===== src/hdl/ffpa_pkg.sv =====
package ffpa_pkg;

  // Default sizing of the pool and of the descriptor table
  localparam int unsigned POOL_BYTES_DEF  = 65536;
  localparam int unsigned DESCRIPTORS_DEF = 2048;

  // Request codes
  localparam logic [1:0] ACT_ALLOC = 2'd0;
  localparam logic [1:0] ACT_FREE  = 2'd1;
  localparam logic [1:0] ACT_SESS  = 2'd2;
  localparam logic [1:0] ACT_QUERY = 2'd3;

  // Descriptor flag bits
  localparam int unsigned F_ACTIVE  = 0;
  localparam int unsigned F_USED    = 1;
  localparam int unsigned F_PERSIST = 2;

  localparam logic [2:0] FLAGS_NONE   = 3'b000;
  localparam logic [2:0] FLAGS_ACTIVE = 3'b001;
  localparam logic [2:0] FLAGS_USED   = 3'b011;
  localparam logic [2:0] FLAGS_PERS   = 3'b111;

  typedef struct packed {
    logic [1:0]  action;
    logic [16:0] req_size;
    logic        persistent;
    logic [15:0] free_offset;
  } in_item_t;

  typedef struct packed {
    logic        status;
    logic [15:0] alloc_offset;
    logic [31:0] alloc_id;
    logic [16:0] bytes_held;
    logic [16:0] largest_free;
    logic [11:0] free_segments;
    logic [11:0] active_allocs;
    logic [16:0] session_bytes_held;
    logic [31:0] total_allocs;
    logic [31:0] total_frees;
    logic [31:0] session_allocs;
    logic [31:0] session_frees;
  } out_item_t;

  typedef enum logic [3:0] {
    ST_CLEAR,
    ST_IDLE,
    ST_ALLOC_WALK,
    ST_SPARE_SCAN,
    ST_ALLOC_TAKE,
    ST_FREE_WALK,
    ST_SESS_WALK,
    ST_MERGE_START,
    ST_MERGE_CUR,
    ST_MERGE_NX,
    ST_MERGE_FIN,
    ST_STATS_START,
    ST_STATS_WALK,
    ST_DONE
  } state_t;

  // Accumulator control from the sequencer
  typedef struct packed {
    logic clr;
    logic en;
  } stats_ctl_t;

endpackage


===== src/hdl/ffpa_stats.sv =====
module ffpa_stats #(
  parameter int unsigned LW = 17,
  parameter int unsigned IW = 12
) (
  input  logic    clk,
  input  ffpa_pkg::stats_ctl_t ctl,
  input  logic    seg_used,
  input  logic    seg_persist,
  input  logic [LW-1:0] seg_len,
  output logic [LW-1:0] held_bytes,
  output logic [LW-1:0] sess_bytes,
  output logic [LW-1:0] largest,
  output logic [IW-1:0] nfree,
  output logic [IW-1:0] nused
);
  import ffpa_pkg::*;

  logic [LW-1:0] used_r, used_nxt, sess_r, sess_nxt, big_r, big_nxt;
  logic [IW-1:0] nfree_r, nfree_nxt, nused_r, nused_nxt;

  // Per-segment accumulation along the chain
  always_comb begin
    used_nxt  = used_r;
    sess_nxt  = sess_r;
    big_nxt   = big_r;
    nfree_nxt = nfree_r;
    nused_nxt = nused_r;
    if (ctl.clr) begin
      used_nxt  = '0;
      sess_nxt  = '0;
      big_nxt   = '0;
      nfree_nxt = '0;
      nused_nxt = '0;
    end else if (ctl.en) begin
      if (seg_used) begin
        used_nxt  = used_r + seg_len;
        nused_nxt = nused_r + IW'(1);
        if (!seg_persist) begin
          sess_nxt = sess_r + seg_len;
        end
      end else begin
        nfree_nxt = nfree_r + IW'(1);
        if (seg_len > big_r) begin
          big_nxt = seg_len;
        end
      end
    end
  end

  always_ff @(posedge clk) begin
    used_r  <= used_nxt;
    sess_r  <= sess_nxt;
    big_r   <= big_nxt;
    nfree_r <= nfree_nxt;
    nused_r <= nused_nxt;
  end

  assign held_bytes = used_r;
  assign sess_bytes = sess_r;
  assign largest    = big_r;
  assign nfree      = nfree_r;
  assign nused      = nused_r;

endmodule


===== src/hdl/ffpa_ctrl.sv =====
module ffpa_ctrl #(
  parameter int unsigned POOL_BYTES  = 65536,
  parameter int unsigned DESCRIPTORS = 2048,
  parameter int unsigned AW          = $clog2(DESCRIPTORS),
  parameter int unsigned DW          = 80
) (
  input  logic    clk,
  input  logic    rst_n,
  input  logic    in_valid,
  output logic    in_ready,
  input  ffpa_pkg::in_item_t  in_data,
  output logic    out_valid,
  input  logic    out_ready,
  output ffpa_pkg::out_item_t out_data,
  output logic    mem_we,
  output logic [AW-1:0] mem_waddr,
  output logic [DW-1:0] mem_wdata,
  output logic    mem_re,
  output logic [AW-1:0] mem_raddr,
  input  logic [DW-1:0] mem_rdata
);
  import ffpa_pkg::*;

  localparam int unsigned LW = $clog2(POOL_BYTES + 1);
  localparam int unsigned SW = $clog2(POOL_BYTES);
  localparam int unsigned IW = $clog2(DESCRIPTORS + 1);
  localparam int unsigned CW = (LW > 17) ? LW : 17;
  localparam int unsigned OW = (SW > 16) ? SW : 16;
  localparam logic [IW-1:0] NIL  = IW'(DESCRIPTORS);
  localparam logic [AW-1:0] LAST = AW'(DESCRIPTORS - 1);
  localparam logic [LW-1:0] POOL = LW'(POOL_BYTES);

  // Descriptor word: {start, length, flags, id, link}
  function automatic logic [DW-1:0] pack(input logic [SW-1:0] s, input logic [LW-1:0] l,
                                         input logic [2:0] f, input logic [31:0] i,
                                         input logic [IW-1:0] k);
    pack = {s, l, f, i, k};
  endfunction

  logic [SW-1:0] r_start;
  logic [LW-1:0] r_len;
  logic [2:0]    r_flags;
  logic [31:0]   r_id;
  logic [IW-1:0] r_link;
  logic          r_nil;

  assign {r_start, r_len, r_flags, r_id, r_link} = mem_rdata;
  assign r_nil = (r_link == NIL);

  state_t        state_r, state_nxt;
  logic [AW-1:0] cur_r, cur_nxt, nx_r, nx_nxt, scan_r, scan_nxt, clr_r, clr_nxt;
  logic [IW-1:0] take_link_r, take_link_nxt;
  logic [SW-1:0] h_start_r, h_start_nxt;
  logic [LW-1:0] h_len_r, h_len_nxt;
  logic [2:0]    h_flags_r, h_flags_nxt;
  logic [31:0]   h_id_r, h_id_nxt;
  logic [IW-1:0] h_link_r, h_link_nxt;
  in_item_t      req_r, req_nxt;
  logic          ok_r, ok_nxt;
  logic [SW-1:0] off_r, off_nxt;
  logic [31:0]   id_r, id_nxt;
  logic [31:0]   next_id_r, next_id_nxt;
  logic [31:0]   cnt_alloc_r, cnt_alloc_nxt, cnt_free_r, cnt_free_nxt;
  logic [31:0]   cnt_salloc_r, cnt_salloc_nxt, cnt_sfree_r, cnt_sfree_nxt;
  logic          out_valid_r, out_valid_nxt;
  out_item_t     out_r, out_nxt;

  stats_ctl_t    st_ctl;
  logic [LW-1:0] st_used, st_sess, st_big;
  logic [IW-1:0] st_nfree, st_nused;

  logic [CW-1:0] size_c, len_c;
  logic [LW-1:0] size_l;
  logic          fits, split, off_hit;
  logic [2:0]    take_flags;

  assign size_c     = CW'(req_r.req_size);
  assign len_c      = CW'(r_len);
  assign size_l     = LW'(req_r.req_size);
  assign fits       = !r_flags[F_USED] && (len_c >= size_c);
  assign split      = len_c > size_c;
  assign off_hit    = r_flags[F_USED] && (OW'(r_start) == OW'(req_r.free_offset));
  assign take_flags = req_r.persistent ? FLAGS_PERS : FLAGS_USED;

  ffpa_stats #(.LW(LW), .IW(IW)) u_stats (
    .clk        (clk),
    .ctl        (st_ctl),
    .seg_used   (r_flags[F_USED]),
    .seg_persist(r_flags[F_PERSIST]),
    .seg_len    (r_len),
    .held_bytes (st_used),
    .sess_bytes (st_sess),
    .largest    (st_big),
    .nfree      (st_nfree),
    .nused      (st_nused)
  );

  // Sequencer: every walk state sees the descriptor read in the cycle before
  always_comb begin
    state_nxt      = state_r;
    cur_nxt        = cur_r;
    nx_nxt         = nx_r;
    scan_nxt       = scan_r;
    clr_nxt        = clr_r;
    take_link_nxt  = take_link_r;
    h_start_nxt    = h_start_r;
    h_len_nxt      = h_len_r;
    h_flags_nxt    = h_flags_r;
    h_id_nxt       = h_id_r;
    h_link_nxt     = h_link_r;
    req_nxt        = req_r;
    ok_nxt         = ok_r;
    off_nxt        = off_r;
    id_nxt         = id_r;
    next_id_nxt    = next_id_r;
    cnt_alloc_nxt  = cnt_alloc_r;
    cnt_free_nxt   = cnt_free_r;
    cnt_salloc_nxt = cnt_salloc_r;
    cnt_sfree_nxt  = cnt_sfree_r;
    out_nxt        = out_r;
    out_valid_nxt  = out_valid_r;
    mem_we         = 1'b0;
    mem_waddr      = cur_r;
    mem_wdata      = '0;
    mem_re         = 1'b0;
    mem_raddr      = '0;
    st_ctl         = '0;
    in_ready       = 1'b0;

    if (out_ready) begin
      out_valid_nxt = 1'b0;
    end

    case (state_r)
      // Sweep the table to its reset contents
      ST_CLEAR: begin
        mem_we    = 1'b1;
        mem_waddr = clr_r;
        mem_wdata = (clr_r == '0) ? pack('0, POOL, FLAGS_ACTIVE, '0, NIL)
                                  : pack('0, '0, FLAGS_NONE, '0, NIL);
        if (clr_r == LAST) begin
          state_nxt = ST_IDLE;
        end else begin
          clr_nxt = clr_r + AW'(1);
        end
      end

      ST_IDLE: begin
        in_ready = 1'b1;
        if (in_valid) begin
          req_nxt   = in_data;
          ok_nxt    = 1'b1;
          off_nxt   = '0;
          id_nxt    = '0;
          mem_re    = 1'b1;
          mem_raddr = '0;
          cur_nxt   = '0;
          case (in_data.action)
            ACT_ALLOC: begin
              if (in_data.req_size == '0) begin
                ok_nxt    = 1'b0;
                state_nxt = ST_STATS_START;
              end else begin
                state_nxt = ST_ALLOC_WALK;
              end
            end
            ACT_FREE:  state_nxt = ST_FREE_WALK;
            ACT_SESS:  state_nxt = ST_SESS_WALK;
            default:   state_nxt = ST_STATS_START;
          endcase
        end
      end

      // First-fit search along the chain
      ST_ALLOC_WALK: begin
        if (fits) begin
          h_start_nxt = r_start;
          h_len_nxt   = r_len;
          h_link_nxt  = r_link;
          if (split) begin
            mem_re    = 1'b1;
            mem_raddr = '0;
            scan_nxt  = '0;
            state_nxt = ST_SPARE_SCAN;
          end else begin
            take_link_nxt = r_link;
            state_nxt     = ST_ALLOC_TAKE;
          end
        end else if (r_nil) begin
          ok_nxt    = 1'b0;
          state_nxt = ST_STATS_START;
        end else begin
          mem_re    = 1'b1;
          mem_raddr = r_link[AW-1:0];
          cur_nxt   = r_link[AW-1:0];
        end
      end

      // Lowest inactive descriptor takes the split-off tail
      ST_SPARE_SCAN: begin
        if (!r_flags[F_ACTIVE]) begin
          mem_we        = 1'b1;
          mem_waddr     = scan_r;
          mem_wdata     = pack(h_start_r + SW'(req_r.req_size), h_len_r - size_l,
                               FLAGS_ACTIVE, '0, h_link_r);
          take_link_nxt = IW'(scan_r);
          state_nxt     = ST_ALLOC_TAKE;
        end else if (scan_r == LAST) begin
          ok_nxt    = 1'b0;
          state_nxt = ST_STATS_START;
        end else begin
          mem_re    = 1'b1;
          mem_raddr = scan_r + AW'(1);
          scan_nxt  = scan_r + AW'(1);
        end
      end

      ST_ALLOC_TAKE: begin
        mem_we    = 1'b1;
        mem_waddr = cur_r;
        mem_wdata = pack(h_start_r, size_l, take_flags, next_id_r, take_link_r);
        off_nxt       = h_start_r;
        id_nxt        = next_id_r;
        next_id_nxt   = next_id_r + 32'd1;
        cnt_alloc_nxt = cnt_alloc_r + 32'd1;
        if (!req_r.persistent) begin
          cnt_salloc_nxt = cnt_salloc_r + 32'd1;
        end
        state_nxt = ST_STATS_START;
      end

      // Exact-offset lookup for a release
      ST_FREE_WALK: begin
        if (off_hit) begin
          mem_we       = 1'b1;
          mem_waddr    = cur_r;
          mem_wdata    = pack(r_start, r_len, FLAGS_ACTIVE, '0, r_link);
          cnt_free_nxt = cnt_free_r + 32'd1;
          if (!r_flags[F_PERSIST]) begin
            cnt_sfree_nxt = cnt_sfree_r + 32'd1;
          end
          state_nxt = ST_MERGE_START;
        end else if (r_nil) begin
          ok_nxt    = 1'b0;
          state_nxt = ST_STATS_START;
        end else begin
          mem_re    = 1'b1;
          mem_raddr = r_link[AW-1:0];
          cur_nxt   = r_link[AW-1:0];
        end
      end

      // Release every session-owned segment
      ST_SESS_WALK: begin
        if (r_flags[F_USED] && !r_flags[F_PERSIST]) begin
          mem_we        = 1'b1;
          mem_waddr     = cur_r;
          mem_wdata     = pack(r_start, r_len, FLAGS_ACTIVE, '0, r_link);
          cnt_free_nxt  = cnt_free_r + 32'd1;
          cnt_sfree_nxt = cnt_sfree_r + 32'd1;
        end
        if (r_nil) begin
          cnt_salloc_nxt = '0;
          cnt_sfree_nxt  = '0;
          state_nxt      = ST_MERGE_START;
        end else begin
          mem_re    = 1'b1;
          mem_raddr = r_link[AW-1:0];
          cur_nxt   = r_link[AW-1:0];
        end
      end

      ST_MERGE_START: begin
        mem_re    = 1'b1;
        mem_raddr = '0;
        cur_nxt   = '0;
        state_nxt = ST_MERGE_CUR;
      end

      // Current segment is held in registers; successors stream past it
      ST_MERGE_CUR: begin
        h_start_nxt = r_start;
        h_len_nxt   = r_len;
        h_flags_nxt = r_flags;
        h_id_nxt    = r_id;
        h_link_nxt  = r_link;
        if (r_nil) begin
          state_nxt = ST_STATS_START;
        end else begin
          mem_re    = 1'b1;
          mem_raddr = r_link[AW-1:0];
          nx_nxt    = r_link[AW-1:0];
          state_nxt = ST_MERGE_NX;
        end
      end

      ST_MERGE_NX: begin
        mem_we = 1'b1;
        if (!h_flags_r[F_USED] && !r_flags[F_USED]) begin
          // absorb the successor and retire its descriptor
          mem_waddr  = nx_r;
          mem_wdata  = pack('0, '0, FLAGS_NONE, '0, NIL);
          h_len_nxt  = h_len_r + r_len;
          h_link_nxt = r_link;
          if (r_nil) begin
            state_nxt = ST_MERGE_FIN;
          end
        end else begin
          // write back the held segment and step on
          mem_waddr   = cur_r;
          mem_wdata   = pack(h_start_r, h_len_r, h_flags_r, h_id_r, h_link_r);
          cur_nxt     = nx_r;
          h_start_nxt = r_start;
          h_len_nxt   = r_len;
          h_flags_nxt = r_flags;
          h_id_nxt    = r_id;
          h_link_nxt  = r_link;
          if (r_nil) begin
            state_nxt = ST_STATS_START;
          end
        end
        if (!r_nil) begin
          mem_re    = 1'b1;
          mem_raddr = r_link[AW-1:0];
          nx_nxt    = r_link[AW-1:0];
        end
      end

      ST_MERGE_FIN: begin
        mem_we    = 1'b1;
        mem_waddr = cur_r;
        mem_wdata = pack(h_start_r, h_len_r, h_flags_r, h_id_r, h_link_r);
        state_nxt = ST_STATS_START;
      end

      ST_STATS_START: begin
        mem_re     = 1'b1;
        mem_raddr  = '0;
        st_ctl.clr = 1'b1;
        state_nxt  = ST_STATS_WALK;
      end

      ST_STATS_WALK: begin
        st_ctl.en = 1'b1;
        if (r_nil) begin
          state_nxt = ST_DONE;
        end else begin
          mem_re    = 1'b1;
          mem_raddr = r_link[AW-1:0];
        end
      end

      // Hand the result to the output register once it is free
      ST_DONE: begin
        if (!out_valid_r || out_ready) begin
          out_nxt.status             = !ok_r;
          out_nxt.alloc_offset       = 16'(off_r);
          out_nxt.alloc_id           = id_r;
          out_nxt.bytes_held         = 17'(st_used);
          out_nxt.largest_free       = 17'(st_big);
          out_nxt.free_segments      = 12'(st_nfree);
          out_nxt.active_allocs      = 12'(st_nused);
          out_nxt.session_bytes_held = 17'(st_sess);
          out_nxt.total_allocs       = cnt_alloc_r;
          out_nxt.total_frees        = cnt_free_r;
          out_nxt.session_allocs     = cnt_salloc_r;
          out_nxt.session_frees      = cnt_sfree_r;
          out_valid_nxt              = 1'b1;
          state_nxt                  = ST_IDLE;
        end
      end

      default: state_nxt = ST_IDLE;
    endcase
  end

  // Control state
  always_ff @(posedge clk) begin
    if (!rst_n) begin
      state_r      <= ST_CLEAR;
      clr_r        <= '0;
      out_valid_r  <= 1'b0;
      next_id_r    <= 32'd1;
      cnt_alloc_r  <= '0;
      cnt_free_r   <= '0;
      cnt_salloc_r <= '0;
      cnt_sfree_r  <= '0;
    end else begin
      state_r      <= state_nxt;
      clr_r        <= clr_nxt;
      out_valid_r  <= out_valid_nxt;
      next_id_r    <= next_id_nxt;
      cnt_alloc_r  <= cnt_alloc_nxt;
      cnt_free_r   <= cnt_free_nxt;
      cnt_salloc_r <= cnt_salloc_nxt;
      cnt_sfree_r  <= cnt_sfree_nxt;
    end
  end

  // Working registers
  always_ff @(posedge clk) begin
    cur_r       <= cur_nxt;
    nx_r        <= nx_nxt;
    scan_r      <= scan_nxt;
    take_link_r <= take_link_nxt;
    h_start_r   <= h_start_nxt;
    h_len_r     <= h_len_nxt;
    h_flags_r   <= h_flags_nxt;
    h_id_r      <= h_id_nxt;
    h_link_r    <= h_link_nxt;
    req_r       <= req_nxt;
    ok_r        <= ok_nxt;
    off_r       <= off_nxt;
    id_r        <= id_nxt;
    out_r       <= out_nxt;
  end

  assign out_valid = out_valid_r;
  assign out_data  = out_r;

endmodule

===== config.mk =====
export PLATFORM = sky130hd
export DESIGN_NAME = ffpa_ctrl
export DESIGN_NICKNAME = d
export VERILOG_FILES = /design/src/hdl/ffpa_pkg.sv /design/src/hdl/ffpa_stats.sv /design/src/hdl/ffpa_ctrl.sv
export SDC_FILE = /design/constraint.sdc
export NUM_CORES = 1
export LEC_CHECK = 0
export BUFFER_PORTS_ARGS = -buffer_cell sky130_fd_sc_hd__buf_4
export CAP_MARGIN = 20
export CORE_UTILIZATION = 50
export DETAILED_ROUTE_END_ITERATION = 7
export PLACE_DENSITY_LB_ADDON = 0.3
export SLEW_MARGIN = 20
export SYNTH_ARGS = -nofsm -noshare
export SYNTH_HDL_FRONTEND = slang
export SYNTH_SLANG_ARGS = --single-unit

===== constraint.sdc =====
create_clock -name clk -period 23.6 [get_ports clk]
set_input_delay 1.18 -clock clk [delete_from_list [all_inputs] [get_ports clk]]
set_output_delay 1.18 -clock clk [all_outputs]
set_load 0.05 [all_outputs]

==> metrics.txt, run 1 <==
# TYPE chip_impl_metric gauge
chip_impl_info{name="status",value="complete, no violations"} 1
chip_impl_metric{name="placeableCoreArea",unit="um2"} 63200
chip_impl_metric{name="clk_latency",unit="ps"} 620
chip_impl_metric{name="fraction_of_synthesis_flops_using_an_asynchronous_set_or_reset_pin",unit=""} 0
chip_impl_metric{name="cts_buffer_depth",unit=""} 3
chip_impl_info{name="synthFlopType",value="sky130_fd_sc_hd__edfxtp_1"} 1
chip_impl_metric{name="flow.area_growth_from_synthesis",unit="%"} 22.0
chip_impl_metric{name="dieArea",unit="um2"} 65000
chip_impl_metric{name="dp.final_hpwl",unit="um"} 63900
chip_impl_info{name="most-common-layout-cells",value="sky130_fd_sc_hd__buf_4 (503), sky130_fd_sc_hd__edfxtp_1 (460), sky130_fd_sc_hd__nor2_1 (284)"} 1
chip_impl_metric{name="slew_viol_final",unit=""} 0
chip_impl_metric{name="sequential_cell_area",unit="um2"} 18800
chip_impl_metric{name="routed-wl-met2",unit="um"} 42400
chip_impl_metric{name="first_iter_violations",unit=""} 2011
chip_impl_metric{name="max-cap-violations",unit=""} 0
chip_impl_info{name="highest-signal-layer",value="met5"} 1
chip_impl_metric{name="setup_tns",unit="ps"} 0
chip_impl_info{name="clock_tree_root",value="sky130_fd_sc_hd__clkbuf_16"} 1
chip_impl_metric{name="multiInputGateArea",unit="um2"} 12400
chip_impl_metric{name="fmax",unit="MHz"} 168
chip_impl_metric{name="clock_sink_count",unit=""} 711
chip_impl_metric{name="floorplan.initialDensity",unit=""} 0.506
chip_impl_metric{name="floorplan.io_pins",unit=""} 478
chip_impl_metric{name="finalCriticalPeriod",unit="ps"} 5960
chip_impl_metric{name="drt_wl_total",unit="um"} 87400
chip_impl_metric{name="final_net_count",unit=""} 3565
chip_impl_metric{name="drc",unit=""} 0
chip_impl_metric{name="fillCellCount",unit=""} 5015
chip_impl_metric{name="cts_hold_repair.buffers",unit=""} 0
chip_impl_metric{name="gp_congestion",unit=""} 0.918
chip_impl_metric{name="clk_pin_slew_worst_paths",unit="ps"} 60
chip_impl_metric{name="pwr_density_cell",unit="nW/um2"} 94.1
chip_impl_metric{name="met1_length",unit="um"} 35200
chip_impl_metric{name="timing.max_slew.rel_slack",unit=""} 0.297
chip_impl_metric{name="synth_sequential_area_ratio",unit=""} 0.589
chip_impl_metric{name="vdd.ir_drop.worst",unit="mV"} 0.0822
chip_impl_metric{name="tritoncts.num_buffers",unit=""} 76
chip_impl_metric{name="detailroute.wirelength.met3",unit="um"} 6190
chip_impl_metric{name="grt_pass1_vias",unit=""} 23500
chip_impl_metric{name="antenna_found_initial",unit=""} 4
chip_impl_metric{name="setup_viol",unit=""} 0
chip_impl_metric{name="final.setup_skew",unit="ps"} 21.6
chip_impl_metric{name="synth.avg_cell_area",unit="um2"} 11.3
chip_impl_metric{name="firstDrtPassIters",unit=""} 8
chip_impl_info{name="layout_commonest_cell",value="sky130_fd_sc_hd__buf_4"} 1
chip_impl_metric{name="netlist_instances",unit=""} 2837
chip_impl_metric{name="fin_crit_sh",unit=""} 0.253
chip_impl_metric{name="cts_htree_levels",unit=""} 3
chip_impl_metric{name="detail_route.vias_per_cell",unit=""} 5.75
chip_impl_metric{name="timing.critical_path.fanout_max",unit=""} 29
chip_impl_metric{name="postSynthNetCount",unit=""} 3088
chip_impl_info{name="rsz0062_at_grt",value="no"} 1
chip_impl_info{name="timing.critical_path.to_type",value="output pin"} 1
chip_impl_metric{name="worst-slew-pin-transition",unit="ps"} 1050
chip_impl_metric{name="postLayoutCoreUtil",unit=""} 0.618
chip_impl_metric{name="timing.final.hold_violations",unit=""} 0
chip_impl_metric{name="num_rows",unit=""} 92
chip_impl_metric{name="io_buffer_count",unit=""} 477
chip_impl_metric{name="grt_first_pass_wirelength",unit="um"} 132000
chip_impl_metric{name="global_route.usage.total",unit=""} 0.263
chip_impl_metric{name="routed-via-count",unit=""} 24300
chip_impl_info{name="cts_tree",value="done"} 1
chip_impl_metric{name="synthesis.area",unit="um2"} 32000
chip_impl_metric{name="die_h",unit="um"} 255
chip_impl_metric{name="yosys_warnings",unit=""} 0
chip_impl_metric{name="avgRoutedWirePerCell",unit="um"} 20.7
chip_impl_metric{name="worst_ep_arrival_time",unit="ps"} 4780
chip_impl_metric{name="timing.critical_path.required",unit="ps"} 22420
chip_impl_metric{name="count_of_state_elements_after_synthesis",unit=""} 711
chip_impl_metric{name="synth-edff-count",unit=""} 460
chip_impl_metric{name="post_synth_num_cell_types",unit=""} 82
chip_impl_metric{name="die-width",unit="um"} 255
chip_impl_info{name="hold_path_class",value="flop to flop"} 1
chip_impl_metric{name="p_leak",unit="nW"} 15.6
chip_impl_metric{name="post_cts.resized_instances",unit=""} 0
chip_impl_metric{name="final_layout_size_suffix_gt1_frac",unit=""} 0.198
chip_impl_metric{name="remaining_number_of_nets_flagged_by_the_antenna_check_after_routing",unit=""} 0
chip_impl_info{name="criticalPathCategory",value="flop to output pin"} 1
chip_impl_metric{name="power",unit="mW"} 3.67
chip_impl_metric{name="grt_overflow",unit=""} 0
chip_impl_info{name="critPathLaunchType",value="flop"} 1
chip_impl_metric{name="cts_post_setup_buffers_inserted",unit=""} 0
chip_impl_metric{name="grt_start_max_net_pins",unit=""} 92
synth_stat cells, types with 9 or more instances:
master,n,area [um2]
sky130_fd_sc_hd__o21ai_0,139,696
sky130_fd_sc_hd__mux2i_1,26,260
sky130_fd_sc_hd__and3_1,34,213
sky130_fd_sc_hd__buf_2,11,55.1
sky130_fd_sc_hd__a21oi_1,143,716
sky130_fd_sc_hd__a22o_1,15,131
sky130_fd_sc_hd__buf_1,12,45.0
sky130_fd_sc_hd__o21a_1,19,143
sky130_fd_sc_hd__xor2_1,154,1350
sky130_fd_sc_hd__nand2b_1,26,163
sky130_fd_sc_hd__a31oi_1,10,62.6
sky130_fd_sc_hd__nor3_1,36,180
sky130_fd_sc_hd__dfxtp_1,251,5020
sky130_fd_sc_hd__or2_2,9,56.3
sky130_fd_sc_hd__a211oi_1,23,173
sky130_fd_sc_hd__nor2b_1,16,100
sky130_fd_sc_hd__a21o_1,58,435
sky130_fd_sc_hd__nor4_1,17,106
sky130_fd_sc_hd__nand3_1,92,460
sky130_fd_sc_hd__and2_1,61,382
sky130_fd_sc_hd__xnor2_1,63,552
sky130_fd_sc_hd__edfxtp_1,460,13800
sky130_fd_sc_hd__and4_1,16,140
sky130_fd_sc_hd__ha_1,126,1580
sky130_fd_sc_hd__nand4_1,59,369
sky130_fd_sc_hd__inv_1,104,390
sky130_fd_sc_hd__clkbuf_1,77,289
sky130_fd_sc_hd__nand2_1,258,968
sky130_fd_sc_hd__a222oi_1,39,390
sky130_fd_sc_hd__nor2_1,286,1070
sky130_fd_sc_hd__or3_1,53,332
metal layers:
metal / vias to the layer above / global-route usage
met5: - / 0
met4: 2 / 0.121
met3: 215 / 0.0507
met2: 1047 / 0.433
met1: 11700 / 0.336
li1: 11300 / -
report_power, final:
group	leakage [nW]	internal (mW)	switching, mW
combinational	7.88	0.304	0.617
clock	1.26	0.712	0.495
sequential	6.45	1.47	0.0760
total	15.6	2.49	1.19
worst paths after layout:
kind	to	cells after the start	startpoint	slack, ps
max	mem_waddr[2]	7	state_r[0]	17640
min	out_data[233]	0	id_r[30]	410
max reg2reg	h_start_r[13]	4	state_r[0]	19650
min reg2reg	out_data[233]	0	id_r[30]	410
per-stage QoR:
step                hold WS [ps]  cell area [um2]  worst slack [ps]  instances
CTS                          419            39000             17550       4223
finish                       410            39100             17640       4226
detailed placement           405            36500             18230       4082
global route                 420            39100             17340       4226
floorplan                    400            32000              4190       2837
global placement             402            36500             18330       4081
sequential cells by signal, summed over array words and instances (netlist names), 12 cells and up:
register / cells
cnt_alloc_r: 32
cnt_free_r: 32
cnt_salloc_r: 32
cnt_sfree_r: 32
h_id_r: 32
h_len_r: 17
h_link_r: 12
h_start_r: 16
id_r: 32
next_id_r: 32
off_r: 16
out_data: 252
req_r: 17
size_c: 17
take_link_r: 12
u_stats.held_bytes: 17
u_stats.largest: 17
u_stats.nfree: 12
u_stats.nused: 12
u_stats.sess_bytes: 17
layout make-up:
cell class	instances	area share
inverter	105	0.0101
antenna	3	0.000192
sequential	711	0.482
tap	846	0.0271
clock inverter	39	0.0108
multi-input combinational	1916	0.317
timing repair buffer	504	0.0970
clock buffer	102	0.0550
kinds of logic after synthesis:
logic type / after synthesis / synth area share
compound gates: 538 / 0.111
xor+xnor: 217 / 0.0594
fa+ha+maj: 131 / 0.0524
buf+inv: 210 / 0.0259
flops: 711 / 0.589
mux: 26 / 0.00813
simple gates: 1004 / 0.154
critical path, cell delays in order (launching register included):
cell and delay (ps):
sky130_fd_sc_hd__dfxtp_1 880, sky130_fd_sc_hd__nand2_1 410, sky130_fd_sc_hd__nor2_1 790, sky130_fd_sc_hd__nand2_1 820, sky130_fd_sc_hd__nand2_1 430, sky130_fd_sc_hd__o21ai_1 290
sky130_fd_sc_hd__a221o_1 370, sky130_fd_sc_hd__buf_4 190
Power figures use the tool's default switching activity.
==> run 2: changes to the inputs <==
Clock period 23.6 ns to 5.3 ns, I/O delays scaled along.
==> metrics.txt, run 2 (same netlist as run 1, synthesis figures left out) <==
# TYPE chip_impl_metric gauge
chip_impl_info{name="hold_path_class",value="input port to flop"} 1
chip_impl_metric{name="fillCellCount",unit=""} 4817
chip_impl_metric{name="timing.critical_path.fanout_max",unit=""} 48
chip_impl_info{name="status",value="complete, no violations"} 1
chip_impl_metric{name="timing.critical_path.required",unit="ps"} 5040
chip_impl_metric{name="timing.max_slew.rel_slack",unit=""} 0.221
chip_impl_metric{name="dp.final_hpwl",unit="um"} 63100
chip_impl_metric{name="gp_congestion",unit=""} 0.938
chip_impl_metric{name="grt_overflow",unit=""} 0
chip_impl_metric{name="cts_post_setup_buffers_inserted",unit=""} 0
chip_impl_metric{name="floorplan.io_pins",unit=""} 478
chip_impl_metric{name="diodes",unit=""} 0
chip_impl_metric{name="global_route.usage.total",unit=""} 0.269
chip_impl_metric{name="clk_pin_slew_worst_paths",unit="ps"} 60
chip_impl_info{name="cts_tree",value="done"} 1
chip_impl_metric{name="cts_htree_levels",unit=""} 3
chip_impl_metric{name="fmax",unit="MHz"} 221
chip_impl_metric{name="finalCriticalPeriod",unit="ps"} 4520
chip_impl_metric{name="dpl.cell_count",unit=""} 4082
chip_impl_metric{name="drt_wl_total",unit="um"} 89700
chip_impl_metric{name="detail_route.vias_per_cell",unit=""} 5.72
chip_impl_metric{name="routed-via-count",unit=""} 24700
chip_impl_metric{name="die_h",unit="um"} 255
chip_impl_metric{name="timing.final.hold_violations",unit=""} 0
chip_impl_metric{name="first_iter_violations",unit=""} 1877
chip_impl_info{name="layout_commonest_cell",value="sky130_fd_sc_hd__buf_4"} 1
chip_impl_metric{name="worst-slew-pin-transition",unit="ps"} 1170
chip_impl_metric{name="grt_pass1_vias",unit=""} 24300
chip_impl_info{name="rsz0062_at_grt",value="no"} 1
chip_impl_metric{name="vdd.ir_drop.worst",unit="mV"} 0.292
chip_impl_metric{name="cts_buffer_depth",unit=""} 3
chip_impl_metric{name="pwr_density_cell",unit="nW/um2"} 408
chip_impl_metric{name="die-width",unit="um"} 255
chip_impl_metric{name="grt_start_max_net_pins",unit=""} 175
chip_impl_metric{name="final_net_count",unit=""} 3666
chip_impl_info{name="most-common-layout-cells",value="sky130_fd_sc_hd__buf_4 (503), sky130_fd_sc_hd__edfxtp_1 (460), sky130_fd_sc_hd__nor2_1 (283)"} 1
chip_impl_metric{name="setup_tns",unit="ps"} 0
chip_impl_metric{name="tritoncts.num_buffers",unit=""} 75
chip_impl_metric{name="placeableCoreArea",unit="um2"} 63200
chip_impl_metric{name="dpl_worst_slack",unit="ps"} 1290
chip_impl_metric{name="antenna_found_initial",unit=""} 2
chip_impl_metric{name="firstDrtPassIters",unit=""} 6
chip_impl_info{name="clock_tree_root",value="sky130_fd_sc_hd__clkbuf_16"} 1
chip_impl_metric{name="finalWorstSetupSlack",unit="ps"} 784
chip_impl_info{name="critPathLaunchType",value="flop"} 1
chip_impl_metric{name="worst_ep_arrival_time",unit="ps"} 4250
chip_impl_metric{name="p_leak",unit="nW"} 16.0
chip_impl_metric{name="power",unit="mW"} 16.4
chip_impl_metric{name="drc",unit=""} 0
chip_impl_metric{name="setup_viol",unit=""} 0
chip_impl_metric{name="clk_latency",unit="ps"} 630
chip_impl_info{name="timing.critical_path.to_type",value="output pin"} 1
chip_impl_metric{name="avgRoutedWirePerCell",unit="um"} 20.8
chip_impl_metric{name="slew_viol_final",unit=""} 0
chip_impl_metric{name="final.setup_skew",unit="ps"} 21.9
chip_impl_metric{name="largest_register_ff_count",unit=""} 252
chip_impl_metric{name="dieArea",unit="um2"} 65000
chip_impl_metric{name="max-cap-violations",unit=""} 0
chip_impl_metric{name="grt_first_pass_wirelength",unit="um"} 135000
chip_impl_metric{name="fin_crit_sh",unit=""} 0.852
chip_impl_metric{name="num_rows",unit=""} 92
chip_impl_metric{name="postLayoutCoreUtil",unit=""} 0.634
chip_impl_metric{name="post_cts.resized_instances",unit=""} 0
chip_impl_metric{name="flow.area_growth_from_synthesis",unit="%"} 25.3
chip_impl_metric{name="clock_sink_count",unit=""} 711
chip_impl_metric{name="final_layout_size_suffix_gt1_frac",unit=""} 0.195
chip_impl_metric{name="finalNonFillerCells",unit=""} 4324
chip_impl_metric{name="floorplan.initialDensity",unit=""} 0.506
chip_impl_info{name="criticalPathCategory",value="flop to output pin"} 1
chip_impl_metric{name="remaining_number_of_nets_flagged_by_the_antenna_check_after_routing",unit=""} 0
chip_impl_metric{name="io_buffer_count",unit=""} 477
## run 2: worst paths after layout
path	slack [ps]	end	startpoint	depth (start not counted)
worst max register to register	1190	cnt_free_r[29]	req_r[7]	9
worst max-delay path	780	mem_wdata[76]	req_r[7]	8
worst min-delay path	40	u_stats.largest[9]	mem_rdata[56]	3
worst min register to register	410	out_data[243]	off_r[8]	0
## run 2: cell type report
cell class	instances	area [um2]	share of cell area
Inverter	105	403	0.0101
Clock inverter	36	365	0.00911
Multi-Input combinational cell	1916	12500	0.311
Timing Repair Buffer	606	4820	0.120
Clock buffer	104	2130	0.0532
Tap cell	846	1060	0.0264
Sequential cell	711	18800	0.470
## run 2: metrics by stage
stage	cell area, um2	hold slack [ps]
after floorplan	32100	364
after global placement	36500	401
after detailed placement	36500	405
after CTS	40000	3.00
after global routing	40100	32.3
final	40100	41.1
## run 2: what timing repair did
item	4_1_cts	5_1_grt
endpoints found under the setup margin	0	0
endpoints found under the hold margin	135	0
hold buffers	102	0
## run 2: power by group
group	internal [mW]	switching (mW)	total, mW
sequential	6.54	0.345	6.88
clock	3.01	2.24	5.25
combinational	1.42	2.81	4.23
## run 2: critical path: stages (launching register included)
cell	delay [ps]
sky130_fd_sc_hd__edfxtp_1	380
sky130_fd_sc_hd__xor2_1	180
sky130_fd_sc_hd__nor4_1	370
sky130_fd_sc_hd__nand4_1	390
sky130_fd_sc_hd__nor4_2	510
sky130_fd_sc_hd__or2_2	980
sky130_fd_sc_hd__a22oi_1	280
sky130_fd_sc_hd__o21ai_0	220
sky130_fd_sc_hd__buf_4	270
## run 2: metal layers
| metal | wire [um] | GRT usage | up-vias |
|---|---|---|---|
| met5 | 13 | 0 | - |
| met4 | 3620 | 0.121 | 2 |
| met3 | 5940 | 0.0435 | 211 |
| met2 | 44900 | 0.471 | 1055 |
| met1 | 35300 | 0.326 | 11900 |
| li1 | - | - | 11500 |
